`src/plm_pkg.sv`:
```
`timescale 1ns / 1ps
`default_nettype none

package plm_pkg;

	// Field and state widths.
	localparam int unsigned TIME_W  = 63;
	localparam int unsigned SUM_W   = 64;
	localparam int unsigned CNT_W   = 32;
	localparam int unsigned RATE_W  = 38;
	localparam int unsigned MS_W    = 20;
	localparam int unsigned LIMIT_W = 40;
	localparam int unsigned ITER_W  = 7;

	// Opcodes of an input word and kinds of a result word.
	localparam logic OP_SOURCE     = 1'b0;
	localparam logic OP_SINK       = 1'b1;
	localparam logic KIND_FRAME    = 1'b0;
	localparam logic KIND_INTERVAL = 1'b1;

	// Arithmetic constants.
	localparam logic [MS_W-1:0]    NS_PER_MS         = 20'd1000000;
	localparam logic [MS_W-1:0]    INTERVAL_MS_RESET = 20'd1000;
	localparam logic [LIMIT_W-1:0] LIMIT_RESET       = 40'd1000000000;
	localparam logic [RATE_W-1:0]  RATE_NUM          = 38'd256000000000;
	localparam logic [CNT_W-1:0]   CNT_MAX           = '1;

	typedef logic [TIME_W-1:0]  time_t;
	typedef logic [SUM_W-1:0]   sum_t;
	typedef logic [CNT_W-1:0]   cnt_t;
	typedef logic [RATE_W-1:0]  rate_t;
	typedef logic [ITER_W-1:0]  iter_t;

	// Request to the shared divider: dividend / divisor, one quotient bit per
	// cycle for iters quotient bits, taking dividend bits from the top down.
	typedef struct packed {
		logic  start;
		sum_t  dividend;
		time_t divisor;
		iter_t iters;
	} div_req_t;

	typedef struct packed {
		logic busy;
		logic done;
		sum_t quotient;
	} div_rsp_t;

endpackage

`default_nettype wire

```
`src/plm_div.sv`:
```
`timescale 1ns / 1ps
`default_nettype none

module plm_div (
	input  logic              clk,
	input  logic              arst_n,
	input  plm_pkg::div_req_t req,
	output plm_pkg::div_rsp_t rsp
);
	import plm_pkg::*;

	logic  busy_q;
	logic  done_q;
	iter_t cnt_q;
	sum_t  rem_q;
	sum_t  dvd_q;
	sum_t  quo_q;
	time_t dvs_q;

	sum_t shifted;
	sum_t dvs_ext;
	logic ge;

	// The remainder always stays below the divisor, so its top bit is zero and
	// the shifted partial remainder still fits in the word.
	assign shifted = {rem_q[SUM_W-2:0], dvd_q[SUM_W-1]};
	assign dvs_ext = {1'b0, dvs_q};
	assign ge      = (shifted >= dvs_ext);

	always_ff @(posedge clk or negedge arst_n) begin
		if (!arst_n) begin
			busy_q <= 1'b0;
			done_q <= 1'b0;
			cnt_q  <= '0;
		end else begin
			done_q <= 1'b0;
			if (req.start) begin
				busy_q <= 1'b1;
				cnt_q  <= req.iters;
			end else if (busy_q) begin
				cnt_q <= cnt_q - 1'b1;
				if (cnt_q == iter_t'(1)) begin
					busy_q <= 1'b0;
					done_q <= 1'b1;
				end
			end
		end
	end

	always_ff @(posedge clk) begin
		if (req.start) begin
			rem_q <= '0;
			quo_q <= '0;
			dvd_q <= req.dividend;
			dvs_q <= req.divisor;
		end else if (busy_q) begin
			rem_q <= ge ? (shifted - dvs_ext) : shifted;
			quo_q <= {quo_q[SUM_W-2:0], ge};
			dvd_q <= {dvd_q[SUM_W-2:0], 1'b0};
		end
	end

	assign rsp.busy     = busy_q;
	assign rsp.done     = done_q;
	assign rsp.quotient = quo_q;

endmodule

`default_nettype wire

```
`src/pipeline_latency_monitor.sv`:
```
`timescale 1ns / 1ps
`default_nettype none

// Frame latency monitor.
// Input channel (in_valid/in_ready) carries one event word: opcode 0 marks a
// frame stamped at the source, opcode 1 a frame that reached the sink, with
// the current time and the frame's source stamp in nanoseconds.
// Output channel (out_valid/out_ready) carries result words: every sink word
// gives a per-frame word, and when the statistics interval has run its full
// length a second, interval word follows. The last flag marks the final word.
// A source word is absorbed in the idle state and in_ready stays high. A sink
// word passes update, check, the divisions and emit to give the per-frame word,
// and the divisions and emit once more when it closes the interval; in_ready
// returns with the final word. One shared radix-2 divider yields one quotient
// bit per cycle: 64 bits for the average, 64 for the period and 38 for the
// rate. A zero period skips the rate division and gives a zero rate.
// The result sits in an output register, so a stalled receiver only holds the
// sequencer at the point where the next word must be loaded.
// The interval length (milliseconds) is written on cfg_wr_en/cfg_wr_data.
// Reset clears all statistics and sets the interval to one second.
module pipeline_latency_monitor (
	input  logic                   clk,
	input  logic                   arst_n,
	input  logic                   cfg_wr_en,
	input  logic [plm_pkg::MS_W-1:0]   cfg_wr_data,
	input  logic                   in_valid,
	output logic                   in_ready,
	input  logic                   opcode,
	input  logic [plm_pkg::TIME_W-1:0] now_time,
	input  logic [plm_pkg::TIME_W-1:0] frame_start_time,
	output logic                   out_valid,
	input  logic                   out_ready,
	output logic                   kind,
	output logic [plm_pkg::TIME_W-1:0] latency_or_span,
	output logic [plm_pkg::TIME_W-1:0] average,
	output logic [plm_pkg::TIME_W-1:0] minimum,
	output logic [plm_pkg::TIME_W-1:0] maximum,
	output logic [plm_pkg::TIME_W-1:0] period,
	output logic [plm_pkg::RATE_W-1:0] rate_x256,
	output logic [plm_pkg::CNT_W-1:0]  frame_total,
	output logic                   last
);
	import plm_pkg::*;

	// Sequencer states.
	localparam logic [2:0] ST_IDLE      = 3'd0;
	localparam logic [2:0] ST_UPDATE    = 3'd1;
	localparam logic [2:0] ST_CHECK     = 3'd2;
	localparam logic [2:0] ST_DIV_START = 3'd3;
	localparam logic [2:0] ST_DIV_WAIT  = 3'd4;
	localparam logic [2:0] ST_EMIT      = 3'd5;

	// Which quotient the divider is producing for the current result word.
	localparam logic [1:0] PH_AVG  = 2'd0;
	localparam logic [1:0] PH_PER  = 2'd1;
	localparam logic [1:0] PH_RATE = 2'd2;

	localparam int unsigned RATE_SHIFT = SUM_W - RATE_W;

	logic [2:0] state_q;
	logic [1:0] phase_q;
	logic       kind_q;
	logic       closes_q;

	logic [LIMIT_W-1:0] limit_q;

	time_t first_time_q;
	cnt_t  count_all_q;
	sum_t  sum_all_q;
	time_t min_all_q;
	time_t max_all_q;
	time_t window_start_q;
	cnt_t  window_count_q;
	sum_t  window_sum_q;
	time_t window_min_q;
	time_t window_max_q;

	time_t now_q;
	time_t lat_q;
	time_t span_q;
	time_t perdiff_q;
	time_t avg_q;
	time_t per_q;
	rate_t rate_q;

	logic  out_valid_q;
	logic  kind_out_q;
	time_t lat_out_q;
	time_t avg_out_q;
	time_t min_out_q;
	time_t max_out_q;
	time_t per_out_q;
	rate_t rate_out_q;
	cnt_t  total_out_q;
	logic  last_out_q;

	div_req_t div_req;
	div_rsp_t div_rsp;

	logic in_acc;
	logic out_free;
	logic rate_skip;
	logic [SUM_W:0] sum_all_add;
	logic [SUM_W:0] window_sum_add;

	assign in_ready  = (state_q == ST_IDLE);
	assign in_acc    = in_valid && in_ready;
	assign out_free  = !out_valid_q || out_ready;
	assign rate_skip = (phase_q == PH_RATE) && (per_q == '0);

	assign sum_all_add    = {1'b0, sum_all_q} + {2'b0, lat_q};
	assign window_sum_add = {1'b0, window_sum_q} + {2'b0, lat_q};

	// Divider operands, chosen by the phase and the kind of result word.
	always_comb begin
		div_req.start    = (state_q == ST_DIV_START) && !rate_skip;
		div_req.dividend = '0;
		div_req.divisor  = '0;
		div_req.iters    = iter_t'(SUM_W);
		unique case (phase_q)
			PH_AVG: begin
				div_req.dividend = (kind_q == KIND_FRAME) ? sum_all_q : window_sum_q;
				div_req.divisor  = time_t'((kind_q == KIND_FRAME) ? count_all_q
				                                                  : window_count_q);
			end
			PH_PER: begin
				div_req.dividend = {1'b0, (kind_q == KIND_FRAME) ? perdiff_q : span_q};
				div_req.divisor  = time_t'((kind_q == KIND_FRAME) ? count_all_q
				                                                  : window_count_q);
			end
			PH_RATE: begin
				// The numerator sits at the top so that only its own bits are walked.
				div_req.dividend = {RATE_NUM, {RATE_SHIFT{1'b0}}};
				div_req.divisor  = per_q;
				div_req.iters    = iter_t'(RATE_W);
			end
			default: begin
				div_req.dividend = '0;
			end
		endcase
	end

	plm_div u_div (
		.clk    (clk),
		.arst_n (arst_n),
		.req    (div_req),
		.rsp    (div_rsp)
	);

	// Control state and the running statistics.
	always_ff @(posedge clk or negedge arst_n) begin
		if (!arst_n) begin
			state_q        <= ST_IDLE;
			phase_q        <= PH_AVG;
			kind_q         <= KIND_FRAME;
			closes_q       <= 1'b0;
			limit_q        <= LIMIT_RESET;
			first_time_q   <= '0;
			count_all_q    <= '0;
			sum_all_q      <= '0;
			min_all_q      <= '1;
			max_all_q      <= '0;
			window_start_q <= '0;
			window_count_q <= '0;
			window_sum_q   <= '0;
			window_min_q   <= '1;
			window_max_q   <= '0;
			out_valid_q    <= 1'b0;
		end else begin
			// The interval limit is kept in nanoseconds, so the product is
			// formed once per write rather than on every sink word.
			if (cfg_wr_en) begin
				limit_q <= LIMIT_W'(cfg_wr_data) * LIMIT_W'(NS_PER_MS);
			end
			// In the emit state a new word is loaded whenever the output register is
			// free or is being emptied in the same cycle.
			if (state_q == ST_EMIT && out_free) begin
				out_valid_q <= 1'b1;
			end else if (out_valid_q && out_ready) begin
				out_valid_q <= 1'b0;
			end

			unique case (state_q)
				ST_IDLE: begin
					if (in_acc) begin
						if (opcode == OP_SINK) begin
							state_q <= ST_UPDATE;
						end else if (first_time_q == '0) begin
							// A source stamp at time zero leaves the first time unset.
							first_time_q   <= now_time;
							window_start_q <= now_time;
							window_count_q <= '0;
							window_sum_q   <= '0;
							window_min_q   <= '1;
							window_max_q   <= '0;
						end
					end
				end
				ST_UPDATE: begin
					if (count_all_q != CNT_MAX) begin
						count_all_q <= count_all_q + 1'b1;
					end
					if (window_count_q != CNT_MAX) begin
						window_count_q <= window_count_q + 1'b1;
					end
					sum_all_q    <= sum_all_add[SUM_W] ? '1 : sum_all_add[SUM_W-1:0];
					window_sum_q <= window_sum_add[SUM_W] ? '1 : window_sum_add[SUM_W-1:0];
					if (lat_q < min_all_q) begin
						min_all_q <= lat_q;
					end
					if (lat_q > max_all_q) begin
						max_all_q <= lat_q;
					end
					if (lat_q < window_min_q) begin
						window_min_q <= lat_q;
					end
					if (lat_q > window_max_q) begin
						window_max_q <= lat_q;
					end
					state_q <= ST_CHECK;
				end
				ST_CHECK: begin
					closes_q <= ({1'b0, span_q} >= (TIME_W + 1)'(limit_q));
					kind_q   <= KIND_FRAME;
					phase_q  <= PH_AVG;
					state_q  <= ST_DIV_START;
				end
				ST_DIV_START: begin
					// A zero period gives a zero rate without a division.
					state_q <= rate_skip ? ST_EMIT : ST_DIV_WAIT;
				end
				ST_DIV_WAIT: begin
					if (div_rsp.done) begin
						unique case (phase_q)
							PH_AVG: begin
								phase_q <= PH_PER;
								state_q <= ST_DIV_START;
							end
							PH_PER: begin
								phase_q <= PH_RATE;
								state_q <= ST_DIV_START;
							end
							PH_RATE: begin
								state_q <= ST_EMIT;
							end
							default: begin
								state_q <= ST_IDLE;
							end
						endcase
					end
				end
				ST_EMIT: begin
					if (out_free) begin
						if (kind_q == KIND_FRAME && closes_q) begin
							kind_q  <= KIND_INTERVAL;
							phase_q <= PH_AVG;
							state_q <= ST_DIV_START;
						end else begin
							if (kind_q == KIND_INTERVAL) begin
								window_start_q <= now_q;
								window_count_q <= '0;
								window_sum_q   <= '0;
								window_min_q   <= '1;
								window_max_q   <= '0;
							end
							state_q <= ST_IDLE;
						end
					end
				end
				default: begin
					state_q <= ST_IDLE;
				end
			endcase
		end
	end

	// Working values and the output word.
	always_ff @(posedge clk) begin
		if (in_acc) begin
			now_q <= now_time;
			lat_q <= (now_time >= frame_start_time) ? (now_time - frame_start_time) : '0;
		end
		if (state_q == ST_UPDATE) begin
			// With no first time yet the period runs from time zero.
			span_q    <= (now_q >= window_start_q) ? (now_q - window_start_q) : '0;
			perdiff_q <= (now_q >= first_time_q) ? (now_q - first_time_q) : '0;
		end
		if (state_q == ST_DIV_START && rate_skip) begin
			rate_q <= '0;
		end
		if (state_q == ST_DIV_WAIT && div_rsp.done) begin
			unique case (phase_q)
				PH_AVG:  avg_q  <= div_rsp.quotient[TIME_W-1:0];
				PH_PER:  per_q  <= div_rsp.quotient[TIME_W-1:0];
				PH_RATE: rate_q <= div_rsp.quotient[RATE_W-1:0];
				default: avg_q  <= avg_q;
			endcase
		end
		if (state_q == ST_EMIT && out_free) begin
			kind_out_q <= kind_q;
			avg_out_q  <= avg_q;
			per_out_q  <= per_q;
			rate_out_q <= rate_q;
			if (kind_q == KIND_FRAME) begin
				lat_out_q   <= lat_q;
				min_out_q   <= min_all_q;
				max_out_q   <= max_all_q;
				total_out_q <= count_all_q;
				last_out_q  <= !closes_q;
			end else begin
				lat_out_q   <= span_q;
				min_out_q   <= window_min_q;
				max_out_q   <= window_max_q;
				total_out_q <= '0;
				last_out_q  <= 1'b1;
			end
		end
	end

	assign out_valid       = out_valid_q;
	assign kind            = kind_out_q;
	assign latency_or_span = lat_out_q;
	assign average         = avg_out_q;
	assign minimum         = min_out_q;
	assign maximum         = max_out_q;
	assign period          = per_out_q;
	assign rate_x256       = rate_out_q;
	assign frame_total     = total_out_q;
	assign last            = last_out_q;

	// The divider only reports a finished quotient while the sequencer waits.
	a_div_done_in_wait: assert property (@(posedge clk) disable iff (!arst_n)
		div_rsp.done |-> (state_q == ST_DIV_WAIT))
		else $error("divider finished outside the wait state");

	// An interval word always ends the words of its event.
	a_interval_is_last: assert property (@(posedge clk) disable iff (!arst_n)
		(out_valid && kind == KIND_INTERVAL) |-> last)
		else $error("interval word not marked last");

	// The interval never counts more frames than the lifetime count.
	a_window_count: assert property (@(posedge clk) disable iff (!arst_n)
		window_count_q <= count_all_q)
		else $error("interval count above lifetime count");

	// Once any frame has been seen, the lifetime minimum cannot exceed the maximum.
	a_min_max: assert property (@(posedge clk) disable iff (!arst_n)
		(state_q == ST_IDLE && count_all_q != '0) |-> (min_all_q <= max_all_q))
		else $error("lifetime minimum above maximum");

endmodule

`default_nettype wire

```
`config.mk`:
```
export PLATFORM = sky130hd
export DESIGN_NAME = pipeline_latency_monitor
export DESIGN_NICKNAME = d
export VERILOG_FILES = /design/src/plm_pkg.sv /design/src/plm_div.sv /design/src/pipeline_latency_monitor.sv
export SDC_FILE = /design/constraint.sdc
export NUM_CORES = 2
export LEC_CHECK = 0
export CAP_MARGIN = 20
export CORE_MARGIN = 5
export CORE_UTILIZATION = 62
export DETAILED_ROUTE_END_ITERATION = 12
export DONT_BUFFER_PORTS = 1
export MAX_ROUTING_LAYER = met4
export PLACE_DENSITY = 0.88
export REMOVE_ABC_BUFFERS = 1
export SYNTH_ARGS = -nofsm -noshare
export SYNTH_HDL_FRONTEND = slang
export SYNTH_HIERARCHICAL = 1
export SYNTH_SLANG_ARGS = --single-unit
```
`constraint.sdc`:
```
create_clock -name clk -period 25.9 [get_ports clk]
set_input_delay 5.18 -clock clk [delete_from_list [all_inputs] [get_ports clk]]
set_output_delay 5.18 -clock clk [all_outputs]
set_load 0.02 [all_outputs]
```
==> flow_summary.ini <==
[clock_tree]
cts_setup_buffers = 0
cts_buffers = 173
cts-root-buf = clkbuf_16
cts_tree = done
cts.htree.levels = 4
clock_latency_ns = 0.88
clock-sinks = 1677
cts_hold_buf = 0
ctsResizeCount = 0
cts.path.max_buffers = 3
clk_pin_slew_ns = 0.06

[drt]
first_iter_violations = 10130
vias = 78470
dr.pass1.iters = 8
postRouteAntennaNets = 0
drc_errors = 0
routed_wl_um = 325800
viasPerCell = 6.614
wire_per_inst_um = 27.46

[power_and_ir_drop]
power_density_nw_per_um2 = 134.4
ir_drop_mv = 0.1075
leakage_uw = 0.04686
finalPower_uw = 14480

[floorplan]
dieArea_um2 = 168900
ios = 541
die_height_um = 410.9
core_area_um2 = 160200
die_w_um = 410.9
start_util = 0.6221
row_count = 147

[placement]
gp_congestion = 1.015
dp.cells = 11520
dp_hpwl_um = 239800
numPortBuffers = 0

[flow_run]
maxCapViolations = 0

[layout]
area_delta_synth_final_pct = 8.054
reg_top3 = sum_all_q x64, u_div/dvd_q x64, window_sum_q x64
fin_nets = 10560
drive_above_1_share = 0.09874
final_core_util = 0.6722
fin_cells = 11860

[status]
run_status = finished, final reports clean

[sta]
final.setup_skew_ns = 0.09013
relSlewSlack = 0.1649
slew_violations = 0
final.min_clock_period_ns = 10.19
finalSetupViolCount = 0
worstMarginPinSlew_ns = 1.247
finalHoldViolations = 0
clock.fmax_mhz = 98.18
timing.final.crit_share = 0.3933
holdWs_ns = 0.4195
rsz0062_at_grt = no
setup_tns_ns = 0

[critical_path]
worstPathRequired_ns = 26.62
path_class = in -> reg
cp_max_fo = 8
reg2reg_slack_ns = 19.18
critical_path_arrival_ns = 10.90
worstSetupEndpointType = flip-flop
start_kind = input pin

[logic_synthesis]
ys_warn_count = 6
syn-instance-count = 9710
synth.avg_cell_area_um2 = 10.26
syn_area_um2 = 99660

[global_routing]
grt_usage = 0.3885
busiest_layer = met2
overflow = 0
use_met3 = 0.08425
grtUsageMet1 = 0.4961
grt_pass1_vias = 77050
grt_pass1_wl_um = 483400
antenna_found_initial = 20
use_met2 = 0.5866
grt_start_max_net_pins = 622

[worst_hold_path]
hold_class = reg -> reg
## path summary, 6_finish.rpt
check                                 start                 end  cells after the start
max                          cfg_wr_data[1]         limit_q[37]                     23
min reg2reg                        avg_q[5]          average[5]                      0
min                                avg_q[5]          average[5]                      0
max in group asynchronous            arst_n     count_all_q[22]                      2
max reg2reg                first_time_q[42]  window_start_q[33]                     12
min in group asynchronous            arst_n  window_start_q[52]                      0
## worst max-delay path, stage by stage
cell and delay, ns:
fa_1 0.52, inv_1 0.06, fa_1 0.53, inv_1 0.05
fa_1 0.52, inv_1 0.05, fa_1 0.49, inv_1 0.04
ha_1 0.26, inv_1 0.05, fa_1 0.50, inv_1 0.04
ha_1 0.39, a21o_1 0.21, a21oi_1 0.17, and3b_1 0.17
nand3_1 0.11, a311oi_1 0.55, nor2_1 0.17, o21ai_0 0.36
o21ba_2 0.20, xor2_1 0.17, mux2i_1 0.12
## routing by layer
layer | wire length [um] | vias to the layer above
li1 | - | 34620
met5 | 0 | -
met2 | 146500 | 4564
met4 | 20800 | 0
met1 | 125500 | 38370
met3 | 32970 | 920
## area by class of cell
class | count | area [um^2]
Antenna cell | 12 | 30.03
Fill cell | 11600 | 52520
Clock buffer | 214 | 4668
Multi-Input combinational cell | 6805 | 48810
Tap cell | 2160 | 2703
Sequential cell | 1677 | 46170
Clock inverter | 113 | 1499
Timing Repair Buffer | 102 | 863.3
Inverter | 781 | 2939
## cell usage in the layout, fill, tap and decap left out, types with 46 or more instances in the layout
cell type  instances
nand4_1          195
o32a_1            65
a21o_1           331
a31oi_1           60
nor2b_1          110
xor2_1           176
mux2i_1          163
nor4_1            68
mux4_2            51
and2_1            88
edfxtp_1         930
mux2_2           261
nor3_1           113
nand2_1          876
a21oi_1          687
and3_1            94
o21a_1            59
o21ai_0          598
inv_1            775
dfxtp_1          126
clkbuf_16        177
xnor2_1          233
a22o_1           106
o21bai_1          82
o211ai_1          46
nand2b_1          69
fa_1              81
dfrtp_1          478
ha_1             783
nor2_1           743
a211oi_1          64
buf_4             95
nand3_1          116
dfstp_2          139
## through the flow
| step | worst slack (ns) | area (um^2) |
|---|---|---|
| after CTS | 15.83 | 107500 |
| after global placement | 14.99 | 101400 |
| after floorplan | 3.476 | 97780 |
| final | 15.71 | 107700 |
| after global routing | 15.37 | 107700 |
| after detailed placement | 14.97 | 101400 |
## power breakdown
group	switching (uW)	internal, uW
sequential	782	3870
combinational	4370	2770
clock	1160	1520
No activity file was read; power rests on OpenSTA's default activity.
